[src/design/bcbn_pkg.sv]
// Shared types, constants and codes for the best-candidate blue-noise block.
// No dependencies; bcbn_ctrl, bcbn_dp and the top module import this package.
`timescale 1ns / 1ps

package bcbn_pkg;

  // Sample store and occupancy bitmap geometry
  localparam int SAMPLE_SLOTS = 256;
  localparam int SLOT_AW      = (SAMPLE_SLOTS > 1) ? $clog2(SAMPLE_SLOTS) : 1;
  localparam int COUNT_W      = 9;
  localparam int GRID_SIZE    = 64;
  localparam int GRID_BITS    = $clog2(GRID_SIZE);

  // Round bookkeeping widths
  localparam int FACTOR_W = 5;
  localparam int POS_W    = 12;
  localparam int LEN_W    = 14;

  // Fixed-point constants (u0.16 coordinates)
  localparam logic [15:0]         HALF_UNIT  = 16'h8000;
  localparam logic [31:0]         FAR_AWAY   = 32'hFFFF_FFFF;
  localparam logic [FACTOR_W-1:0] FACTOR_MAX = 5'd16;

  // Configuration register indexes
  localparam int CFG_IDX_W = 2;
  localparam int CFG_DATA_W = 9;
  localparam logic [CFG_IDX_W-1:0] CFG_FACTOR = 2'd0;
  localparam logic [CFG_IDX_W-1:0] CFG_TARGET = 2'd1;

  // Reset values of the configuration registers
  localparam logic [FACTOR_W-1:0] FACTOR_RESET = 5'd8;
  localparam logic [COUNT_W-1:0]  TARGET_RESET = 9'd256;

  // Request kinds
  localparam logic KIND_CAND  = 1'b0;
  localparam logic KIND_QUERY = 1'b1;

  typedef struct packed {
    logic        kind;
    logic [15:0] cand_x;
    logic [15:0] cand_y;
    logic [8:0]  pix_col;
    logic [8:0]  pix_row;
  } req_t;

  typedef struct packed {
    logic        committed;
    logic [15:0] sample_x;
    logic [15:0] sample_y;
    logic        lit;
    logic        full_res;
    logic [8:0]  stored_count;
  } res_t;

  // Controller to datapath commands
  typedef struct packed {
    logic latch;
    logic scan_issue;
    logic eval;
    logic commit;
    logic map_update;
    logic query_read;
    logic respond;
  } cmd_t;

  // Datapath to controller status
  typedef struct packed {
    logic is_query;
    logic full;
    logic scan_more;
    logic pipe_busy;
    logic round_end;
  } stat_t;

  typedef enum logic [2:0] {
    ST_IDLE,
    ST_CHECK,
    ST_SCAN,
    ST_EVAL,
    ST_COMMIT,
    ST_MAP_WRITE,
    ST_QUERY,
    ST_RESPOND
  } state_t;

endpackage

[src/design/bcbn_ctrl.sv]
// Controller state machine: sequences scan, round decision, commit and query.
// Depends on bcbn_pkg.
`timescale 1ns / 1ps

module bcbn_ctrl
  import bcbn_pkg::*;
(
  input  logic  clk,
  input  logic  rst,
  input  logic  start,
  output logic  busy,
  input  stat_t stat,
  output cmd_t  cmd
);

  state_t state, state_next;

  // State register
  always_ff @(posedge clk) begin
    if (rst) begin
      state <= ST_IDLE;
    end else begin
      state <= state_next;
    end
  end

  // Next state and commands
  always_comb begin
    state_next = state;
    cmd        = '0;
    case (state)
      ST_IDLE: begin
        if (start) begin
          cmd.latch  = 1'b1;
          state_next = ST_CHECK;
        end
      end
      ST_CHECK: begin
        if (stat.is_query) begin
          state_next = ST_QUERY;
        end else if (stat.full) begin
          state_next = ST_RESPOND;
        end else begin
          state_next = ST_SCAN;
        end
      end
      ST_SCAN: begin
        if (stat.scan_more) begin
          cmd.scan_issue = 1'b1;
        end else if (!stat.pipe_busy) begin
          state_next = ST_EVAL;
        end
      end
      ST_EVAL: begin
        cmd.eval   = 1'b1;
        state_next = stat.round_end ? ST_COMMIT : ST_RESPOND;
      end
      ST_COMMIT: begin
        cmd.commit = 1'b1;
        state_next = ST_MAP_WRITE;
      end
      ST_MAP_WRITE: begin
        cmd.map_update = 1'b1;
        state_next     = ST_RESPOND;
      end
      ST_QUERY: begin
        cmd.query_read = 1'b1;
        state_next     = ST_RESPOND;
      end
      ST_RESPOND: begin
        cmd.respond = 1'b1;
        state_next  = ST_IDLE;
      end
      default: begin
        state_next = ST_IDLE;
      end
    endcase
  end

  assign busy = (state != ST_IDLE);

endmodule

[config.mk]
export PLATFORM = sky130hd
export DESIGN_NAME = bcbn_ctrl
export DESIGN_NICKNAME = d
export VERILOG_FILES = /design/src/design/bcbn_pkg.sv /design/src/design/bcbn_ctrl.sv
export SDC_FILE = /design/constraint.sdc
export NUM_CORES = 1
export LEC_CHECK = 0
export ABC_AREA = 1
export BUFFER_PORTS_ARGS = -buffer_cell sky130_fd_sc_hd__buf_2
export CAP_MARGIN = 10
export CORE_AREA = 2 2 39 41
export DETAILED_ROUTE_END_ITERATION = 12
export DIE_AREA = 0 0 41 43
export SLEW_MARGIN = 20
export SYNTH_ARGS = -nofsm -noshare
export SYNTH_HDL_FRONTEND = slang
export SYNTH_SLANG_ARGS = --single-unit
[constraint.sdc]
create_clock -name clk -period 0.8 [get_ports clk]
set_input_delay 0.04 -clock clk [delete_from_list [all_inputs] [get_ports clk]]
set_output_delay 0.04 -clock clk [all_outputs]
set_load 0.1 [all_outputs]
Yosys cells after proc, flatten, opt, wreduce, memory -nomap -nowiden
Index checks and enable logic that the tools add are counted.
{ "word_totals": {"inputBits": 8, "mem_bits_rw": 0, "latch_bits": 0, "romBits": 0, "elab_cells": 31, "reg_bits": 3, "n_memories": 0, "out_inout_bits": 8} }
{ "classes": {"reduce_logical": 4, "div_mod_pow": 0, "n_bitwise": 0, "magnitude_cmp": 0, "n_addsub": 0, "mux": 16, "n_shift": 0, "multipliers": 0, "n_eq_ne": 10} }
{ "ops": {"columns": ["op", "n"], "rows": [
  ["$pmux W3 S7", 1],
  ["$mux W3", 5],
  ["$eq A3 B3 Y1 const B", 4],
  ["$mux W1", 9],
  ["$eq A3 B2 Y1 const B", 2],
  ["$ne A2 B2 Y1 const B", 3],
  ["$eq A3 B1 Y1 const B", 1],
  ["$logic_not A3 Y1", 1],
  ["$reduce_and A3 Y1", 1],
  ["$reduce_bool A3 Y1", 1],
  ["$mux W2", 1],
  ["$reduce_or A2 Y1", 1]
]} }

Depth between registers and ports, before layout
{ "logic_depth": {"ltp_word": 3, "ltp_mapped": 5, "mapped_depth_nobuf": 5} }

Worst setup path after synthesis
Ideal clock, no wire load.
{ "synth_timing": {"path_type": "register to output", "start": "register state[0]", "end": "output port cmd[6] in the netlist's numbering", "arrival_time_ns": 2.579, "slack_ns": -1.819, "required_ns": 0.760, "path_buffers": 0, "stages_incl_launch_ff": 4, "path_cell_list": "dfxtp_1 nor2_1 nand2_1 nor2_1"} }
{ "synth_rtl": {"columns": ["element", "line", "text"], "rows": [
  ["start: declaration", "bcbn_ctrl.sv:16", "state_t state, state_next;"],
  ["start signal: assignment", "bcbn_ctrl.sv:23", "state <= state_next;"],
  ["end: declaration", "bcbn_ctrl.sv:13", "output cmd_t cmd"]
]} }

==> summary.md <==
| Metric | Value |
|---|---|
| Status | `finished, violations left` |
| Violated checks | `negative setup slack` |
| Final hold slack | `0.134 ns` |
| Synth top area cells | `dfxtp_1 (25%), nand3_2 (12%), inv_1 (12%)` |
| Hold path start | `stat[1]` |
| Area grow syn2layout | `184%` |
| Fmax | `0.843 GHz` |
| Initial Utilization | `0.176` |
| Layout cell share with drive strength beyond 1 | `0.754` |
| Die X | `roughly 41 µm` |
| Final hold violations | `0` |
| Switching portion of total power | `0.507` |
| Worst setup EP type | `output pin` |
| Power per cell area | `2740 mW/mm²` |
| Startpoint Class | `register` |
| Ys async rst share | `0` |
| Drt via density | `between 3 and 4` |
| Critical path class | `reg -> out` |
| Max FO, Critical Path | `8` |
| Root buffer cell | `clkbuf_4` |
| Mapped Avg Cell Area | `approximately 6.1 µm²` |
| First-pass DRT Iterations | `4` |
| Synth top cells by count | `inv_1 (8), nor2_1 (8), nand2_1 (6)` |
| Largest regs | `state: 3 flops` |
| WP data required | `approximately 0.76 ns` |
| Clk Latency, worst-skew pair | `0.23 ns` |
| Register share of total power | `0.147` |
| DP Wirelength | `543 µm` |
| Chip height | `43 µm` |
| CP arrival | `1.15 ns` |
| Synth Area in Compound Gates | `0.0564` |
| Row Count | `14` |
| Cell internal pwr | `935 µW` |
| Max Slew Vio Count | `0` |
| Worst R2R Start | `state[0]$_SDFFE_PP0P_` |
| Aggregate routed wire length | `between 600 and 700 µm` |
| Post-route ant nets | `0` |
| Min cycle time layout | `approximately 1.2 ns` |
| Max VDD drop | `approximately 1.1 mV` |
| Vias in the first global route | `327` |
| Port bufs | `15` |
| RSZ-0062 raised after global routing | `true` |
| Syn Nets | `48` |
| Post-synthesis sequential element count | `3` |
| Yosys Warn Count | `0` |
| RD Place Congestion | `0.737` |
| Hold Crit Class | `in -> reg` |
| Tcrit/Tclk final | `1.48` |
| NetSw | `about 960 µW` |
| Area leader, netlist | `dfxtp_1` |
| Final nets | `78` |
| CTS tree | `yes` |
| DR WL/cell | `just under 8 µm` |
| XOR/XNOR Fraction of Synth Area | `0` |
| Primary FF master, synth | `dfxtp_1` |
| Total die area | `~0.0018 mm²` |
| Largest family of logic cells by synthesized area | `simple AND/OR/NAND/NOR gates` |
| Clk slew on worst S/H paths | `about 0.040 ns` |
| Post-synth EDFFs | `0` |
| Fill count | `134` |
| Total GRT Usage | `0.0985` |
| Register area share after synthesis | `0.246` |
| Initial antenna violation count | `0` |
| Mux cell area share after synthesis | `0` |
| Design Power | `around 1900 µW` |
| Total CTS buffers | `3` |
| Combinational share of power | `0.714` |
| Max FFs per register | `3` |
| Largest net degree at the start of global routing | `9` |
| Worst slew margin | `0.876` |
| Clock skew | `a little over 0.002 ns` |
| Clock Sink Count | `3` |
| Clock power frac | `0.139` |
| Num ports | `16` |
| First-pass GRT wire length | `approximately 1.2 mm` |
| Post-synthesis cell area | `around 240 µm²` |
| Final setup violation count | `11` |
| Max_cap viols | `0` |
| Crit. Startpoint | `state[2]$_SDFFE_PP0P_` |
| DRT iter0 DRCs | `5` |
| Largest buffer count on any clock path | `2` |
| Via Count | `between 300 and 400` |
| Leakage | `around 0.00031 µW` |
| Share of the synthesized area in the top cell type | `0.246` |
| Worst slew pin tran | `roughly 0.19 ns` |
| DRC | `0` |
| Final setup margin | `-0.387 ns` |
| GRT overflow | `0` |
| Antenna Cells | `0` |
| Core area | `0.00138 mm²` |
| Mapped Cells | `40` |
| Post-Synth Adder-Cell Area | `0` |
| Biggest register | `state` |
| Cell variety after synth | `14` |
| Post-synthesis simple-gate area fraction | `0.533` |
| H-tree Lvls | `1` |
-- cells in the final DEF, fill, tap and decap left out, drive strengths merged --
cell / count
nor3: 2
nand3b: 1
dfxtp: 3
clkinv: 1
inv: 9
nor2: 10
dlygate4sd3: 1
nand2: 8
o21ai: 1
a21oi: 1
clkbuf: 4
nand3: 4
buf: 24
-- kinds of logic (layout without fill, tap and decap cells) --
logic type,count (synthesis),in the layout
simple gates,25,25
buf+inv,10,39
compound gates,2,2
flops,3,3
-- per-stage QoR --
stage | utilization | cell area [µm²] | setup WS (ns) | std cells | TNS, ns
after floorplan | - | 348 | -0.482 | 40 | -2.77
after global placement | 0.423 | 586 | -0.167 | 74 | -1.14
after detailed placement | 0.423 | 586 | -0.179 | 74 | -1.23
after CTS | 0.481 | 666 | -0.397 | 83 | -3.23
after global routing | 0.501 | 693 | -0.439 | 85 | -3.77
final | 0.501 | 693 | -0.387 | 85 | -3.20
-- area by class of cell --
class	count	area [µm²]	area share
flip-flops and latches	3	71.3	0.103
well taps	16	20.0	0.0289
repair buffers	25	284	0.410
clock buffers	4	26.3	0.0379
multi-input cells	27	239	0.345
inverters	10	52.6	0.0758
-- final timing paths --
kind	slack, ns	end	cells past startpoint
hold reg to reg	0.59	state[2]$_SDFFE_PP0P_	3
setup reg to reg	-0.37	state[0]$_SDFFE_PP0P_	7
setup / recovery	-0.39	cmd[3]	4
hold / removal	0.13	state[0]$_SDFFE_PP0P_	4
-- worst max-delay path, stage by stage (launching register included) --
cell	delay, ns
dfxtp_4	0.38
clkinv_8	0.09
buf_4	0.15
nor2_4	0.11
buf_12	0.18
-- power by group through the flow --
| stage | Clock, µW | Sequential [µW] | Combinational, µW |
|---|---|---|---|
| finish | 264 | 280 | 1350 |
| global route | 288 | 287 | 1420 |
| global placement | 0 | 278 | 1180 |
| floorplan | 0 | 280 | 816 |
| detailed placement | 0 | 279 | 1190 |
| CTS | 281 | 278 | 1300 |
-- layer usage --
metal	vias to the layer above	track usage	share of wire
met5	-	0	0
met4	0	0.0800	0
met3	0	0.0157	0.042
met2	6	0.144	0.57
met1	142	0.119	0.39
li1	180	-	-
-- timing repair --
item / 4_1_cts / 5_1_grt
endpoints found under the hold margin: 2 / 0
setup endpoints to repair: 11 / 11
resized for setup: 4 / 3
hold buffers: 1 / 0
setup buffers: 4 / 2
pin swaps: 7 / 1
Note: power is estimated with default switching activity, not from simulation.
